### src/rtl/core/assert_macros.svh
// ---------------------------------------------------------------------------
// assertion macros shared by the lexer rtl
// ---------------------------------------------------------------------------
`ifndef ASSERT_MACROS_SVH
`define ASSERT_MACROS_SVH
`ifndef SYNTHESIS
// expression holds at every clock edge outside reset
`define ASSERT_ALWAYS(label, clk, rst, expr) \
   label: assert property (@(posedge clk) disable iff (rst) (expr)) \
      else $error("assertion failed");
// antecedent at one edge implies consequent at the same edge
`define ASSERT_IMPLY(label, clk, rst, ante, cons) \
   label: assert property (@(posedge clk) disable iff (rst) (ante) |-> (cons)) \
      else $error("assertion failed");
`else
`define ASSERT_ALWAYS(label, clk, rst, expr)
`define ASSERT_IMPLY(label, clk, rst, ante, cons)
`endif
`endif

### src/rtl/core/sbl_pkg.sv
// ---------------------------------------------------------------------------
// sbl_pkg
// types, character codes and helpers for the s-expression byte lexer
// ---------------------------------------------------------------------------
package sbl_pkg;

   // character codes
   localparam logic [7:0] CHAR_SEMI   = 8'h3B;
   localparam logic [7:0] CHAR_DQUOTE = 8'h22;
   localparam logic [7:0] CHAR_BSLASH = 8'h5C;
   localparam logic [7:0] CHAR_NL     = 8'h0A;
   localparam logic [7:0] CHAR_TAB    = 8'h09;
   localparam logic [7:0] CHAR_SPACE  = 8'h20;
   localparam logic [7:0] CHAR_LPAREN = 8'h28;
   localparam logic [7:0] CHAR_RPAREN = 8'h29;

   // input kinds
   localparam logic KIND_BYTE = 1'b0;
   localparam logic KIND_EOF  = 1'b1;

   // token kinds
   localparam logic TOK_PAREN  = 1'b0;
   localparam logic TOK_SYMBOL = 1'b1;

   // result queue sizing
   localparam int FIFO_DEPTH = 4;
   localparam int FIFO_PTR_W = 2;
   localparam int FIFO_CNT_W = 3;

   typedef enum logic [2:0] {
      MODE_IDLE    = 3'd0,
      MODE_COMMENT = 3'd1,
      MODE_SYMBOL  = 3'd2,
      MODE_QUOTED  = 3'd3,
      MODE_ESCAPE  = 3'd4
   } mode_type;

   typedef struct packed {
      logic       kind;
      logic [7:0] byte_value;
   } req_type;

   typedef struct packed {
      logic       token_kind;
      logic       quoted;
      logic       char_present;
      logic [7:0] char_value;
      logic       first_of_token;
      logic       last_of_token;
      logic       last_of_run;
   } rsp_type;

   // results of one item, in delivery order
   typedef struct packed {
      logic [1:0] count;
      rsp_type    first;
      rsp_type    second;
   } push_type;

   typedef struct packed {
      push_type   push;
      mode_type   mode;
      logic       empty;
   } step_type;

   function automatic rsp_type make_rsp(input logic tk, input logic q, input logic cp,
                                        input logic [7:0] cv, input logic first,
                                        input logic last);
      rsp_type r;
      r.token_kind     = tk;
      r.quoted         = q;
      r.char_present   = cp;
      r.char_value     = cp ? cv : 8'h00;
      r.first_of_token = first;
      r.last_of_token  = last;
      r.last_of_run    = 1'b0;
      return r;
   endfunction

   function automatic logic is_space(input logic [7:0] c);
      return (c == CHAR_SPACE) || (c == CHAR_TAB) || (c == CHAR_NL);
   endfunction

   function automatic logic is_paren(input logic [7:0] c);
      return (c == CHAR_LPAREN) || (c == CHAR_RPAREN);
   endfunction

endpackage

### src/rtl/core/sbl_step.sv
// ---------------------------------------------------------------------------
// sbl_step
// next lexer mode and up to two result items for one input item
// ---------------------------------------------------------------------------
module sbl_step import sbl_pkg::*; (
   input  mode_type mode,
   input  logic     empty,
   input  req_type  req,
   output step_type step
);

   logic [7:0] c;

   assign c = req.byte_value;

   // mode decision
   always_comb begin
      step.push.count  = 2'd0;
      step.push.first  = '0;
      step.push.second = '0;
      step.mode        = mode;
      step.empty       = empty;
      if (req.kind == KIND_EOF) begin
         case (mode)
            MODE_SYMBOL: begin
               step.push.count = 2'd1;
               step.push.first = make_rsp(TOK_SYMBOL, 1'b0, 1'b0, 8'h00, 1'b0, 1'b1);
            end
            MODE_QUOTED, MODE_ESCAPE: begin
               step.push.count = 2'd1;
               step.push.first = make_rsp(TOK_SYMBOL, 1'b1, 1'b0, 8'h00, empty, 1'b1);
            end
            default: begin
            end
         endcase
         step.mode  = MODE_IDLE;
         step.empty = 1'b1;
      end else begin
         case (mode)
            MODE_COMMENT: begin
               if (c == CHAR_NL) begin
                  step.mode = MODE_IDLE;
               end
            end
            MODE_SYMBOL: begin
               if (is_space(c)) begin
                  step.push.count = 2'd1;
                  step.push.first = make_rsp(TOK_SYMBOL, 1'b0, 1'b0, 8'h00, 1'b0, 1'b1);
                  step.mode       = MODE_IDLE;
                  step.empty      = 1'b1;
               end else if (is_paren(c)) begin
                  step.push.count  = 2'd2;
                  step.push.first  = make_rsp(TOK_SYMBOL, 1'b0, 1'b0, 8'h00, 1'b0, 1'b1);
                  step.push.second = make_rsp(TOK_PAREN, 1'b0, 1'b1, c, 1'b1, 1'b1);
                  step.mode        = MODE_IDLE;
                  step.empty       = 1'b1;
               end else begin
                  step.push.count = 2'd1;
                  step.push.first = make_rsp(TOK_SYMBOL, 1'b0, 1'b1, c, 1'b0, 1'b0);
               end
            end
            MODE_QUOTED: begin
               if (c == CHAR_BSLASH) begin
                  step.mode = MODE_ESCAPE;
               end else if (c == CHAR_DQUOTE) begin
                  step.push.count = 2'd1;
                  step.push.first = make_rsp(TOK_SYMBOL, 1'b1, 1'b0, 8'h00, empty, 1'b1);
                  step.mode       = MODE_IDLE;
                  step.empty      = 1'b1;
               end else begin
                  step.push.count = 2'd1;
                  step.push.first = make_rsp(TOK_SYMBOL, 1'b1, 1'b1, c, empty, 1'b0);
                  step.empty      = 1'b0;
               end
            end
            MODE_ESCAPE: begin
               step.push.count = 2'd1;
               step.push.first = make_rsp(TOK_SYMBOL, 1'b1, 1'b1, c, empty, 1'b0);
               step.empty      = 1'b0;
               step.mode       = MODE_QUOTED;
            end
            default: begin
               // between tokens
               step.mode  = MODE_IDLE;
               step.empty = 1'b1;
               if (is_space(c)) begin
               end else if (c == CHAR_SEMI) begin
                  step.mode = MODE_COMMENT;
               end else if (c == CHAR_DQUOTE) begin
                  step.mode = MODE_QUOTED;
               end else if (is_paren(c)) begin
                  step.push.count = 2'd1;
                  step.push.first = make_rsp(TOK_PAREN, 1'b0, 1'b1, c, 1'b1, 1'b1);
               end else begin
                  step.push.count = 2'd1;
                  step.push.first = make_rsp(TOK_SYMBOL, 1'b0, 1'b1, c, 1'b1, 1'b0);
                  step.mode       = MODE_SYMBOL;
                  step.empty      = 1'b0;
               end
            end
         endcase
      end
      // mark the final result of this item
      if (step.push.count == 2'd1) begin
         step.push.first.last_of_run = 1'b1;
      end
      if (step.push.count == 2'd2) begin
         step.push.second.last_of_run = 1'b1;
      end
   end

endmodule

### src/rtl/core/sbl_result_fifo.sv
// ---------------------------------------------------------------------------
// sbl_result_fifo
// small result queue taking up to two items a cycle and giving one when not stalled
// ---------------------------------------------------------------------------
`include "assert_macros.svh"
module sbl_result_fifo import sbl_pkg::*; (
   input  logic     clock,
   input  logic     reset,
   input  push_type push,
   output logic     room,
   output logic     rsp_valid,
   input  logic     rsp_stall,
   output rsp_type  rsp_data
);

   rsp_type                 mem_ff [FIFO_DEPTH];
   logic [FIFO_PTR_W-1:0]   wr_ptr_ff, wr_ptr_in;
   logic [FIFO_PTR_W-1:0]   rd_ptr_ff, rd_ptr_in;
   logic [FIFO_CNT_W-1:0]   count_ff, count_in;
   logic                    pop;

   // output side
   assign rsp_valid = (count_ff != '0);
   assign rsp_data  = mem_ff[rd_ptr_ff];
   assign pop       = rsp_valid && !rsp_stall;
   assign room      = (count_ff <= FIFO_CNT_W'(FIFO_DEPTH - 2));

   // pointer and fill update
   always_comb begin
      wr_ptr_in = wr_ptr_ff + FIFO_PTR_W'(push.count);
      rd_ptr_in = rd_ptr_ff + FIFO_PTR_W'(pop);
      count_in  = count_ff + FIFO_CNT_W'(push.count) - FIFO_CNT_W'(pop);
   end

   always_ff @(posedge clock) begin
      if (reset) begin
         wr_ptr_ff <= '0;
         rd_ptr_ff <= '0;
         count_ff  <= '0;
      end else begin
         wr_ptr_ff <= wr_ptr_in;
         rd_ptr_ff <= rd_ptr_in;
         count_ff  <= count_in;
      end
   end

   // storage
   always_ff @(posedge clock) begin
      if (push.count != 2'd0) begin
         mem_ff[wr_ptr_ff] <= push.first;
      end
      if (push.count == 2'd2) begin
         mem_ff[wr_ptr_ff + FIFO_PTR_W'(1)] <= push.second;
      end
   end

   `ASSERT_ALWAYS(a_fill_bound, clock, reset, count_ff <= FIFO_CNT_W'(FIFO_DEPTH))
   `ASSERT_IMPLY(a_push_fits, clock, reset, push.count != 2'd0,
                 (count_ff + FIFO_CNT_W'(push.count)) <= FIFO_CNT_W'(FIFO_DEPTH))

endmodule

### src/rtl/core/sexpr_byte_lexer.sv
// ---------------------------------------------------------------------------
// sexpr_byte_lexer
// streaming s-expression tokenizer: one source byte in, token characters out
// ---------------------------------------------------------------------------
// Input channel req_*: one source byte or an end-of-input marker per item.
// Result channel rsp_*: one token character or end marker per item; an input
// item produces zero, one or two result items, the last flagged last_of_run.
// Both channels hand over an item when valid is high and stall is low.
// The results of an input item enter the result queue when the item is taken
// and reach rsp_* from the queue storage. Throughput: one input item per cycle
// while the result side keeps up; the mode update is a combinational decision
// on the lexer state register. Results pass through a four-entry queue, so a
// symbol closed by a parenthesis (two results) takes two queue entries;
// req_stall rises when fewer than two queue entries are free.
// Reset (synchronous) returns the lexer to between tokens and empties the
// queue. A stalled result stays on rsp_data unchanged until taken; the input
// side keeps accepting until fewer than two queue entries are free.
// ---------------------------------------------------------------------------
`include "assert_macros.svh"
module sexpr_byte_lexer import sbl_pkg::*; (
   input  logic    clock,
   input  logic    reset,
   input  logic    req_valid,
   output logic    req_stall,
   input  req_type req_data,
   output logic    rsp_valid,
   input  logic    rsp_stall,
   output rsp_type rsp_data
);

   mode_type mode_ff, mode_in;
   logic     empty_ff, empty_in;
   logic     accept;
   logic     room;
   step_type step;
   push_type push;

   assign req_stall = !room;
   assign accept    = req_valid && room;

   sbl_step u_step (
      .mode  (mode_ff),
      .empty (empty_ff),
      .req   (req_data),
      .step  (step)
   );

   // only taken items reach the queue
   always_comb begin
      push       = step.push;
      mode_in    = mode_ff;
      empty_in   = empty_ff;
      if (accept) begin
         mode_in  = step.mode;
         empty_in = step.empty;
      end else begin
         push.count = 2'd0;
      end
   end

   // lexer state
   always_ff @(posedge clock) begin
      if (reset) begin
         mode_ff  <= MODE_IDLE;
         empty_ff <= 1'b1;
      end else begin
         mode_ff  <= mode_in;
         empty_ff <= empty_in;
      end
   end

   sbl_result_fifo u_fifo (
      .clock     (clock),
      .reset     (reset),
      .push      (push),
      .room      (room),
      .rsp_valid (rsp_valid),
      .rsp_stall (rsp_stall),
      .rsp_data  (rsp_data)
   );

   `ASSERT_IMPLY(a_escape_from_quoted, clock, reset,
                 (mode_ff == MODE_ESCAPE) && !$past(reset),
                 ($past(mode_ff) == MODE_QUOTED) || ($past(mode_ff) == MODE_ESCAPE))
   `ASSERT_IMPLY(a_nonempty_in_token, clock, reset, !empty_ff,
                 (mode_ff == MODE_SYMBOL) || (mode_ff == MODE_QUOTED) ||
                 (mode_ff == MODE_ESCAPE))
   `ASSERT_IMPLY(a_pair_only_in_symbol, clock, reset, push.count == 2'd2,
                 mode_ff == MODE_SYMBOL)

endmodule

### config.mk
export PLATFORM = sky130hd
export DESIGN_NAME = sexpr_byte_lexer
export DESIGN_NICKNAME = d
export VERILOG_FILES = /design/src/rtl/core/sbl_pkg.sv /design/src/rtl/core/sbl_step.sv /design/src/rtl/core/sbl_result_fifo.sv /design/src/rtl/core/sexpr_byte_lexer.sv
export VERILOG_INCLUDE_DIRS = /design/src /design/src/rtl/core
export SDC_FILE = /design/constraint.sdc
export NUM_CORES = 1
export LEC_CHECK = 0
export BUFFER_PORTS_ARGS = -buffer_cell sky130_fd_sc_hd__clkbuf_2
export CORE_MARGIN = 2
export CORE_UTILIZATION = 60
export CTS_CLUSTER_SIZE = 30
export DETAILED_ROUTE_END_ITERATION = 12
export GPL_TIMING_DRIVEN = 0
export PLACE_DENSITY = 0.78
export SETUP_SLACK_MARGIN = 0.1
export SYNTH_ARGS = -nofsm -noshare
export SYNTH_HDL_FRONTEND = slang
export SYNTH_SLANG_ARGS = --single-unit
### constraint.sdc
create_clock -name clock -period 6.2 [get_ports clock]
set_input_delay 0 -clock clock [delete_from_list [all_inputs] [get_ports clock]]
set_output_delay 0 -clock clock [all_outputs]
set_load 0.02 [all_outputs]
# ---- Yosys cells after proc, flatten, opt, wreduce, memory -nomap -nowiden
# Memory sizes are Yosys's and may differ from the RTL's. A register that Yosys moved wholly into a read port is not among the register bits.
# Cells that the tools add are included.
dict set report totals {
  wordCells 82
  n_memories 1
  output_inout_bits 16
  ram_bits 56
  ff_bits 11
}
dict set report classes {
  n_eq_ne 20
  n_reduce_logical 12
  add_sub_neg 5
  magnitude_cmp 1
  mux 38
}
# memory words word_bits read_ports rd_ports_with_merged_regs wr line
set memory_table {}
lappend memory_table {u_fifo.mem_ff 4 14 1 1 2 sbl_result_fifo.sv:16} ;# rsp_type mem_ff [FIFO_DEPTH];
# op count
set op_table {}
lappend op_table {{$mux W16} 6}
lappend op_table {{$pmux W16 S4} 1}
lappend op_table {{$mux W14} 4}
lappend op_table {{$eq A8 B6 Y1 const B} 5}
lappend op_table {{$mux W15} 2}
lappend op_table {{$pmux W15 S2} 1}
lappend op_table {{$mux W3} 6}
lappend op_table {{$eq A8 B4 Y1 const B} 2}
lappend op_table {{$mux W12} 1}
lappend op_table {{$mux W4} 3}
lappend op_table {{$pmux W3 S4} 1}
lappend op_table {{$mux W1} 10}
lappend op_table {{$eq A8 B7 Y1 const B} 1}
lappend op_table {{$ne A4 B2 Y1 const B} 2}
lappend op_table {{$reduce_and A4 Y1} 2}
lappend op_table {{$eq A3 B2 Y1 const B} 2}
lappend op_table {{$eq A2 B2 Y1 const B} 2}
lappend op_table {{$mux W2} 2}
lappend op_table {{$pmux W1 S4} 1}
lappend op_table {{$add A3 B2 Y3} 1}
lappend op_table {{$eq A3 B1 Y1 const B} 1}
lappend op_table {{$eq A3 B3 Y1 const B} 1}
lappend op_table {{$le A3 B2 Y1 const B} 1}
lappend op_table {{$logic_or A1 B1 Y1} 3}
lappend op_table {{other kinds (13)} 15}

# ---- Longest topological paths before layout
# Gate-level depths: netlist of run 1.
dict set report logic_depth {
  ltp_word 12
  ltp_mapped 12
}

# ---- By module
# From an unflattened synthesis of run 1, not the netlist that was laid out.
dict set report unflattened {
  hier_cells 351
  hier_area_um2 4340.4
}
# mod cells_per_inst area_per_inst_um2 seq_area_each_um2 instances
set modules_own_cells {}
lappend modules_own_cells {sbl_result_fifo 187 3255.6 1821.7 1}
lappend modules_own_cells {sbl_step 144 885.8 0.0 1}
lappend modules_own_cells {sexpr_byte_lexer 20 198.9 80.1 1}

# ---- Worst setup path before layout of run 1
# No wires, ideal clock.
dict set report synth_timing {
  path_type {flip-flop to flip-flop}
  startpoint {register mode_ff[0]}
  endpoint {register u_fifo.count_ff[2]}
  synth_period_minus_slack_ps 2642
  slack_ps 3558
  path_stages_with_launch 12
  required_ps 6072
  path_buffers 1
  arrival_time_ps 2514
  setup_ps 128
  path_cell_list {dfxtp_1 clkbuf_1 o21ai_0 a311oi_2 or2_1 and2_1 nor2_1 ha_1 fa_1 xor2_1 xnor2_1 nor2_1}
}
dict set report synth_between {
  elab_chain_cells 7
  elab_cells_between_ends 11
  classes_between {add/sub (2); eq/ne (4); mux (4); reduce/logical (1)}
}
# item line
set synth_rtl {}
lappend synth_rtl {{from (decl)} sexpr_byte_lexer.sv:31} ;# mode_type mode_ff, mode_in;
lappend synth_rtl {{from (signal assigned)} sexpr_byte_lexer.sv:67} ;# mode_ff <= mode_in;
lappend synth_rtl {{$eq A3 B2 Y1 / $eq A3 B3 Y1 (equally long branches)} {sbl_step.sv:24, sbl_step.sv:39}}
lappend synth_rtl {{$reduce_or A2 Y1} sbl_step.sv:24} ;# case (mode)
lappend synth_rtl {{$pmux W15 S2} sbl_step.sv:24}
lappend synth_rtl {{$mux W16 *} sbl_step.sv:23} ;# if (req.kind == KIND_EOF) begin
lappend synth_rtl {{$mux W2 *} sexpr_byte_lexer.sv:53} ;# if (accept) begin
lappend synth_rtl {{$add A3 B2 Y3 *} sbl_result_fifo.sv:32} ;# count_in = count_ff + FIFO_CNT_W'(push.count) - FIFO_CNT_W'(pop);
lappend synth_rtl {{$sub A3 B1 Y3 *} sbl_result_fifo.sv:32}
lappend synth_rtl {{to (signal assigned)} sbl_result_fifo.sv:43} ;# count_ff <= count_in;
lappend synth_rtl {{to (decl)} sbl_result_fifo.sv:19} ;# logic [FIFO_CNT_W-1:0] count_ff, count_in;
# Every way passes the cells marked *; elsewhere a longest branch is shown, timed or not.
# A chain may end at the register's enable or synchronous reset.

# ---- Worst setup path after layout of run 1
# Same ends and word-level chain as after synthesis.

==> results.md, run 1 <==
- Max Slew Vio Count: 0
- Final period utilization: 0.496
- Critical Path Slowest Stage Cell: a311oi_2
- Fin. Hold Viols: 0
- Non-Filler Instances: 477
- CTS clk-pin slew, worst paths: 80 ps
- Core area: 6310 sq um
- CP Data Arrival Time: 3290 ps
- Most used DFF post-synth: edfxtp_1
- Setup Fix Bufs, Post-CTS: 0
- Worst Setup SP: mode_ff[0]
- CP required: 6420 ps
- Hpwl dp: 6500 um
- Post-Syn Area: 3880 sq um
- Vias in the first global route: 2958
- RSZ-0062 raised after global routing: false
- Combinational fraction of design power: 0.349
- Setup TNS: 0 ps
- Min cycle time layout: 3070 ps
- Crit end category: register
- Peak supply drop: 0.000200 V
- Top-Level Pins: 29
- Clock share of power: 0.259
- Largest family of logic cells by synthesized area: simple AND/OR/NAND/NOR gates
- Routability cong.: 1.00
- Count of different cell masters after synthesis: 69
- P per Cell Area: 330 nW/um^2
- P&R area growth vs syn: 11.4%
- Synth warnings: 0
- DR iter-0 viols: 280
- CTS tree: done
- Rel. slew slack: 0.546
- Worst r2r path cells: 11
- Leak pwr: 1.63 nW
- WHS: 164 ps
- WL/cell: 18.8 um
- Reg-to-Reg End: u_fifo.count_ff[2]
- Top post-synthesis cells by area: edfxtp_1 (37%), dfxtp_1 (9.8%), mux4_2 (8.1%), nor2_1 (3.7%), o21ai_0 (2.8%)
- First-pass GRT wire length: 14400 um
- Synth Area per Inst: 10.9 sq um
- Clk_skew: 5.80 ps
- Die width: 84.4 um
- Drt total wl: 8970 um
- Vias: 3068
- Placed cell count: 460
- Fmax: 0.325 GHz
- Gate Count Post-Synth: 356
- Net Sw Frac: 0.344
- FP Rows: 29
- Seq/Total Area, Yosys: 0.469
- Share of layout cells above drive strength 1: 0.220
- Most frequent cells after synthesis: edfxtp_1 (48), nor2_1 (38), nand2_1 (22), o21ai_0 (22), dfxtp_1 (19)
- Final nets: 414
- CP Launch Type: register
- Mapped Nets: 375
- Flop pwr share: 0.392
- Fill cells: 491
- Hold Path End: u_fifo.mem_ff[2][0]
- Clock tree sinks: 67
- Worst Hold Depth: 3
- H-tree depth: 3
- Register-to-Register Setup Slack: 3130 ps
- Kind of critical path: reg2reg
- DRC Markers: 0
- Crit path max fanout: 10
- Antenna viol nets, final: 0
- Root Buffer: clkbuf_8
- Register area: 1820 sq um
- Clock Latency Late Sink: 340 ps
- PortBufs: 27
- Largest net degree at the start of global routing: 13
- Gr usage total: 0.259
- Max-cap viol count: 0
- Reg-to-Reg Start: mode_ff[0]
- Least-Margin Pin Slew: 680 ps
- Die Ht: 84.4 um
- Die area: 7130 sq um
- Hold Crit Start: req_valid
- Grt total ovfl: 0
- Post-synth EDFFs: 48
- Int Pwr: 0.936 mW
- CP most frequent cell: nor2_1
- Compound-gate portion of the synthesized area: 0.150
- Net switching power: 0.491 mW
- ANT cells: 0
- Synthesized flop and latch total: 67
- Starting Density: 0.615
- Area leader, netlist: edfxtp_1
- Final setup viols: 0
- Adder-cell share of the synthesized area: 0.0213
- Outcome: finished, final reports clean
- Initial antenna violation count: 0
- Max incr delay on CP: 470 ps
- Yosys top cell area share: 0.371
- Maximum clock insertion buffer count: 2
- Vias per inst: 6.43
- Hold Crit Class: in2reg
- Synth Area in XOR/XNOR: 0.0113
- Crit-path cells: clkbuf_1 -> o21ai_0 -> a311oi_2 -> or2_1 -> and2_1 -> nor2_1 -> ha_1 -> fa_1 -> xor2_1 -> xnor2_1 -> nor2_1
- Count leader, synth: edfxtp_1
- Post-synthesis mux area share: 0.0967
- Synth Area in Simple Gates: 0.208
- Area occupied by multi-input gates: 1890 sq um
- Total power: 1.43 mW
- DRT Pass-1 Iters: 5
- Asr flop ratio synth: 0
- TritonCTS Buffers: 9
- Fin util: 0.685
state kept, by name (all words and copies together), names as in the netlist:
name	count
u_fifo.mem_ff	56
u_fifo.count_ff	3
u_fifo.rd_ptr_ff	2
u_fifo.wr_ptr_ff	2
empty_ff	1
mode_ff	3
critical path: cells and delay by family (launching register included):
kind                     cells  cell delay [ps]
AND/OR/NAND/NOR              4              570
adder cells (fa/ha/maj)      2              600
AO/OA/AOI/OAI                2              690
buffers and inverters        1              360
flip-flops                   1              380
XOR/XNOR                     2              350
cell families after synthesis:
family,after synthesis
simple gates,138
compound gates,86
flops,67
buf+inv,34
mux,20
fa+ha+maj,6
xor+xnor,5
metrics by stage:
stage	setup WS [ps]	cell area (sq um)
2_1_floorplan	3560	3880
3_3_place_gp	3200	4110
3_5_place_dp	3150	4110
4_1_cts	3130	4330
5_1_grt	2900	4330
6_report	3130	4330
how the worst max path moves through the flow:
stage                    endpoint  slack, ps  cells after the start
3_3_place_gp   u_fifo.count_ff[2]       3200                     11
2_1_floorplan  u_fifo.count_ff[2]       3560                     11
3_5_place_dp   u_fifo.count_ff[2]       3150                     11
5_1_grt        u_fifo.count_ff[2]       2900                     11
6_report       u_fifo.count_ff[2]       3130                     11
4_1_cts        u_fifo.count_ff[2]       3130                     11
repair_timing:
item | in CTS | in global routing
endpoints found under the setup margin | 0 | 0
hold buffers | 1 | 0
resized for setup | 0 | 0
endpoints found under the hold margin | 1 | 0
layout by cell type, fill, tap and decap left out, types with 5 or more instances in the layout:
cell,instances
clkbuf_2,27
clkbuf_1,11
nand3b_1,7
nand3_1,14
a21oi_1,12
nor2_1,38
o22ai_1,5
edfxtp_1,48
and2_1,5
nand2_1,22
inv_1,11
buf_2,6
o21ai_0,22
nor3_1,5
clkbuf_8,10
dfxtp_1,19
nor2b_1,10
ha_1,5
o21ai_1,6
mux4_2,14
mux2i_1,6
metal layers:
metal  global-route usage  vias up  wire length [um]
met3               0.0501       23               676
met5                    0        -                 0
met1                0.355     1459              3710
met2                0.422      151              4410
li1                     -     1435                 -
met4               0.0794        0               174
power by group through the flow:
stage / Clock [mW] / Combinational [mW] / Sequential, mW
2_1_floorplan: 0 / 0.377 / 0.560
3_3_place_gp: 0 / 0.488 / 0.565
3_5_place_dp: 0 / 0.497 / 0.569
4_1_cts: 0.370 / 0.500 / 0.559
5_1_grt: 0.388 / 0.539 / 0.563
6_report: 0.370 / 0.498 / 0.559
layout make-up:
| cell class | instances | area share |
|---|---|---|
| plain buffers | 23 | 0.0295 |
| clock buffers | 10 | 0.0318 |
| multi-input cells | 255 | 0.437 |
| clock inverters | 6 | 0.0150 |
| well taps | 77 | 0.0223 |
| flip-flops and latches | 67 | 0.421 |
| repair buffers | 28 | 0.0335 |
| inverters | 11 | 0.00954 |
No activity file was read; power rests on OpenSTA's default activity.
==> inputs of run 2 (changes only) <==
--- a/config.mk
+++ b/config.mk
@@ -6,6 +6,7 @@
 export SDC_FILE = /design/constraint.sdc
 export NUM_CORES = 1
 export LEC_CHECK = 0
+export ABC_AREA = 1
 export BUFFER_PORTS_ARGS = -buffer_cell sky130_fd_sc_hd__clkbuf_2
 export CORE_MARGIN = 2
 export CORE_UTILIZATION = 60
==> constraint.sdc (replaced) <==
create_clock -name clock -period 2.85 [get_ports clock]
set_input_delay 0 -clock clock [delete_from_list [all_inputs] [get_ports clock]]
set_output_delay 0 -clock clock [all_outputs]
set_load 0.02 [all_outputs]
==> run 2 against run 1 <==
First-iteration DRC count shrank 11%. Register-to-register slack lost 2900 ps. Clock power grew 130%. Cell area shrank 5.1%. Critical path type unchanged. Synthesized area shrank 6.2%. Critical path depth grew 1. Largest cell class is now flip-flops and latches. Wire length grew 1.5%. Die area shrank 5.9%. Cell count grew 16%. Hold slack lost 140 ps. Worst setup slack lost 2900 ps.
==> results.md, run 2 <==
- P&R area growth vs syn: 12.7%
- Hold Crit Class: in2reg
- Leak pwr: 1.78 nW
- Asr flop ratio synth: 0
- Clk_skew: 6.04 ps
- Crit end category: register
- Leading cell types in the layout, fill and taps excluded: nor2_1 (81), nand2_1 (62), o21ai_0 (49)
- First-pass GRT wire length: 14400 um
- Gr usage total: 0.293
- WL/cell: 16.4 um
- Hpwl dp: 6380 um
- CP required: 3080 ps
- Vias: 3222
- Crit path max fanout: 6
- Mapped Nets: 456
- Largest net degree at the start of global routing: 13
- Fill cells: 488
- DP Area: 3870 sq um
- TritonCTS Buffers: 9
- Yosys top cell area share: 0.396
- H-tree depth: 3
- Antenna viol nets, final: 0
- Die Ht: 81.9 um
- Final nets: 494
- Register-to-Register Setup Slack: 230 ps
- Max Slew Vio Count: 0
- Area occupied by multi-input gates: 1600 sq um
- Least-Margin Pin Slew: 926 ps
- Synthesized flop and latch total: 67
- Non-Filler Instances: 555
- CP Launch Type: register
- Register area: 1820 sq um
- Clock tree sinks: 67
- Top-Level Pins: 29
- Vias in the first global route: 2996
- Clock Latency Late Sink: 340 ps
- Most frequent cells after synthesis: nor2_1 (81), nand2_1 (65), o21ai_0 (49)
- Final period utilization: 0.920
- Post-Syn Area: 3640 sq um
- Share of layout cells above drive strength 1: 0.154
- ANT cells: 0
- Root Buffer: clkbuf_8
- Max incr delay on CP: 420 ps
- Gate Count Post-Synth: 437
- Die width: 81.9 um
- CP Data Arrival Time: 2850 ps
- Setup Fix Bufs, Post-CTS: 0
- Fmax: 0.381 GHz
- Seq/Total Area, Yosys: 0.500
- Starting Density: 0.619
- Top post-synthesis cells by area: edfxtp_1 (40%), dfxtp_1 (10%), nor2_1 (8.4%), o21ai_0 (6.7%), nand2_1 (6.7%)
- Min cycle time layout: 2620 ps
- Outcome: finished, final reports clean
- Commonest non-fill, non-tap cell in the layout: nor2_1
- Routability cong.: 0.924
- Fin. Hold Viols: 0
- Count of different cell masters after synthesis: 35
- Synth warnings: 0
- Drt total wl: 9100 um
- DRC Markers: 0
- Biggest register: u_fifo.mem_ff
- Setup TNS: 0 ps
- DRT Pass-1 Iters: 5
- Vias per inst: 5.81
- CTS tree: done
- DR iter-0 viols: 249
- CTS clk-pin slew, worst paths: 70 ps
- Final setup viols: 0
- PortBufs: 27
- Maximum clock insertion buffer count: 2
- Placed cell count: 539
- Die area: 6710 sq um
- Core area: 5890 sq um
- Design area: 4100 sq um
- CP most frequent cell: inv_1
- FP Rows: 28
- Critical Path Slowest Stage Cell: fa_1
- Synth Area per Inst: 8.33 sq um
- Rel. slew slack: 0.375
- P per Cell Area: 906 nW/um^2
- Crit-path cells: inv_1 -> nand3_2 -> inv_1 -> nand2_1 -> nor4_4 -> inv_1 -> ha_1 -> inv_1 -> fa_1 -> xor2_1 -> o21ai_0 -> a21oi_1
- Area leader, netlist: edfxtp_1
- Fin util: 0.697
- Max FFs per register: 56
- Count leader, synth: nor2_1
- Biggest regs: u_fifo.mem_ff x56, mode_ff x3, u_fifo.count_ff x3
- Grt total ovfl: 0
- Initial antenna violation count: 0
- Most used DFF post-synth: edfxtp_1
- Post-CTS Hold Buffers: 0
- Peak supply drop: 0.000543 V
- Post-synth EDFFs: 48
- Kind of critical path: reg2reg
- RSZ-0062 raised after global routing: true
- Max-cap viol count: 0
[run 2: changes by cell type in the layout (fill, tap and decap cells not counted), sizes merged, moves of 5 or more]
cell,before,now
a21oi,13,19
nor2,38,88
inv,11,45
nand2,25,75
nand3b,7,0
buf,12,4
nand3,15,36
mux4,14,0
o21ai,30,56
nor2b,10,0
o22ai,5,14
mux2i,6,0
and2,5,0
[run 2: path summary, 6_finish.rpt]
kind	cells past startpoint	to	from
hold reg to reg	2	empty_ff	empty_ff
hold / removal	2	u_fifo.rd_ptr_ff[1]	reset
setup reg to reg	12	u_fifo.count_ff[2]	mode_ff[0]
setup / recovery	12	u_fifo.count_ff[2]	mode_ff[0]
[run 2: cell type report]
cell class              instances  area share
clock inverters                 7      0.0201
well taps                      75      0.0229
flip-flops and latches         67       0.444
repair buffers                 27      0.0329
plain buffers                  13      0.0183
clock buffers                   9      0.0302
multi-input cells             310       0.389
inverters                      47      0.0430
[run 2: where the power goes]
part | total [mW] | switching [mW] | internal [mW]
combinational | 1.57 | 1.11 | 0.466
clock | 0.842 | 0.362 | 0.481
sequential | 1.30 | 0.0917 | 1.21
[run 2: what timing repair did]
| item | 4_1_cts | 5_1_grt |
|---|---|---|
| setup endpoints to repair | 1 | 37 |
| cloned | 0 | 0 |
| pin swaps | 0 | 0 |
| gates resized for setup | 1 | 5 |
[run 2: kinds of logic after synthesis]
family | synth area share
AND/OR/NAND/NOR | 0.261
AO/OA/AOI/OAI | 0.140
flip-flops | 0.500
buffers and inverters | 0.0691
adder cells (fa/ha/maj) | 0.0227
XOR/XNOR | 0.00722
[run 2: metal layers]
metal  part of all wire  vias to the layer above  wire (um)  GRT usage
li1                   -                     1562          -          -
met1               0.41                     1498       3760      0.364
met2               0.50                      149       4580      0.501
met3              0.071                       13        646     0.0692
met4              0.013                        0        114     0.0983
met5                  0                        -          0          0
[run 2: critical path, delay by kind of cell, from the launching register on]
kind | cells | cell delay [ps]
AO/OA/AOI/OAI | 2 | 240
XOR/XNOR | 1 | 180
adder cells (fa/ha/maj) | 2 | 710
buffers and inverters | 4 | 410
flip-flops | 1 | 320
AND/OR/NAND/NOR | 3 | 650
[run 2: metrics by stage]
step,worst slack [ps],power [mW],hold WS [ps]
2_1_floorplan,365,2.41,164
3_3_place_gp,118,2.82,358
3_5_place_dp,75.6,2.86,368
4_1_cts,127,3.70,10.4
5_1_grt,-11.5,3.94,24.1
6_report,229,3.72,22.6
==> inputs of run 3 (changes only) <==
==> constraint.sdc (replaced) <==
create_clock -name clock -period 2.85 [get_ports clock]
set_input_delay 0.7125 -clock clock [delete_from_list [all_inputs] [get_ports clock]]
set_output_delay 0.7125 -clock clock [all_outputs]
set_load 0.02 [all_outputs]
==> run 3 against run 2 <==
Core utilization up 1.7 points. Clock skew increased by 5.2 ps. Worst setup slack improved by 36 ps. Cell count is 0.90% higher. Sequential power hardly changed. Flip-flop and latch count unchanged. Hold slack better by 450 ps. Count of clock-buffer cells in the layout is 2 higher. Register-to-register slack better by 90 ps. Power increased by 3.3%. Global-route usage rose by 0.43 points.
==> results.md, run 3 (same netlist as run 2, synthesis figures left out) <==
- Starting Density: 0.619
- Maximum clock insertion buffer count: 2
- CP top delay family: simple AND/OR/NAND/NOR gates
- Commonest non-fill, non-tap cell in the layout: nor2_1
- Gr usage total: 0.297
- Share of layout cells above drive strength 1: 0.186
- Crit end category: register
- Vias: 3248
- Least-Margin Pin Slew: 895 ps
- DRC Markers: 0
- Hold Crit Class: reg2reg
- Design area: 4210 sq um
- Final period utilization: 0.907
- PortBufs: 27
- Die area: 6710 sq um
- P per Cell Area: 913 nW/um^2
- Hpwl dp: 6350 um
- CP required: 2850 ps
- Rel. slew slack: 0.396
- Grt total ovfl: 0
- Hold Crit Start: u_fifo.mem_ff[1][12]
- DR iter-0 viols: 392
- WL/cell: 16.3 um
- H-tree depth: 3
- Leading cell types in the layout, fill and taps excluded: nor2_1 (79), nand2_1 (60), o21ai_0 (48), edfxtp_1 (48), inv_1 (41)
- Crit-path cells: clkbuf_2 -> nor2_4 -> nand3_2 -> inv_2 -> nand3_4 -> nor4_1 -> nand2_1 -> nand2_2
- Clock tree sinks: 67
- FP Rows: 28
- Largest net degree at the start of global routing: 13
- Antenna viol nets, final: 0
- Max-cap viol count: 0
- Drt total wl: 9150 um
- Leak pwr: 1.82 nW
- Peak supply drop: 0.000508 V
- Root Buffer: clkbuf_8
- WP buf/inv: 2
- DP Area: 3890 sq um
- Outcome: finished, final reports clean
- Clock Latency Late Sink: 340 ps
- Crit path max fanout: 12
- CTS tree: done
- Kind of critical path: in2reg
- ANT cells: 0
- CP Launch Type: primary input
- Max FFs per register: 56
- Final setup viols: 0
- Initial antenna violation count: 0
- TritonCTS Buffers: 9
- First-pass GRT wire length: 14600 um
- Total power: 3.84 mW
- CP Data Arrival Time: 2580 ps
- Die Ht: 81.9 um
- Routability cong.: 0.921
- Reg-to-Reg Start: u_fifo.count_ff[2]
- Fin. Hold Viols: 0
- Clk_skew: 11.3 ps
- Core area: 5890 sq um
- Die width: 81.9 um
- CTS clk-pin slew, worst paths: 70 ps
- Critical Path Slowest Stage Cell: nor4_1
- P&R area growth vs syn: 15.5%
- DRT Pass-1 Iters: 5
- Top-Level Pins: 29
- Worst Setup SP: req_data[4]
- Fmax: 0.387 GHz
- Final nets: 499
- Min cycle time layout: 2590 ps
- Biggest register: u_fifo.mem_ff
- Biggest regs: u_fifo.mem_ff x56, mode_ff x3, u_fifo.count_ff x3
- Vias in the first global route: 3054
- Vias per inst: 5.80
- Max Slew Vio Count: 0
- RSZ-0062 raised after global routing: true
- Max incr delay on CP: 490 ps
==> run 3: cell count changes in the layout (fill, tap and decap cells not counted), moves of 2 or more <==
cell | before | now
buf_4 | 1 | 6
clkinv_1 | 6 | 3
clkbuf_2 | 27 | 29
nand2_1 | 62 | 60
nand2_2 | 9 | 11
nand3_1 | 32 | 30
nor2_1 | 81 | 79
nor2_4 | 4 | 6
==> run 3: cell type report <==
class	instances	area [sq um]
buffer	13	78.8
clock buffer	11	131
clock inverter	5	101
fill	488	1680
inverter	47	176
multi-input combinational	310	1630
sequential	67	1820
tap	75	93.8
timing repair buffer	32	173
==> run 3: repair_timing <==
action	CTS	global route
cloned	0	0
pin swaps	1	6
endpoints found under the setup margin	8	54
gates resized for setup	2	14
hold buffers	0	0
setup buffers	1	4
==> run 3: stage by stage <==
stage	utilization	setup WS [ps]	TNS, ps	instances	hold WS (ps)
global placement	0.662	-239	-4760	539	450
detailed placement	0.662	-266	-6270	539	459
finish	0.714	265	0	560	469
floorplan	-	117	0	437	440
global route	0.714	79.5	0	560	489
CTS	0.703	107	0	556	469
==> run 3: routing by layer <==
metal,GRT usage,part of all wire
met5,0,0
met4,0.108,0.016
met1,0.354,0.40
met2,0.508,0.51
met3,0.0879,0.075
==> run 3: path summary, 6_finish.rpt <==
kind                                             end  slack [ps]  cells after the start
worst min-delay path            u_fifo.mem_ff[1][12]         470                      2
worst max register to register  u_fifo.mem_ff[1][10]         320                      7
worst min register to register  u_fifo.mem_ff[1][12]         470                      2
worst max-delay path            u_fifo.mem_ff[1][10]         260                      8
==> run 3: report_power, final <==
part / switching [mW] / total, mW / internal, mW
Combinational: 1.11 / 1.60 / 0.488
Sequential: 0.0898 / 1.30 / 1.21
Clock: 0.360 / 0.940 / 0.579
==> run 3: worst reg2reg max path, delay by kind of cell, from the launching register on <==
kind	cells	cell delay, ps
flops	1	340
simple gates	6	1750
buf+inv	1	110
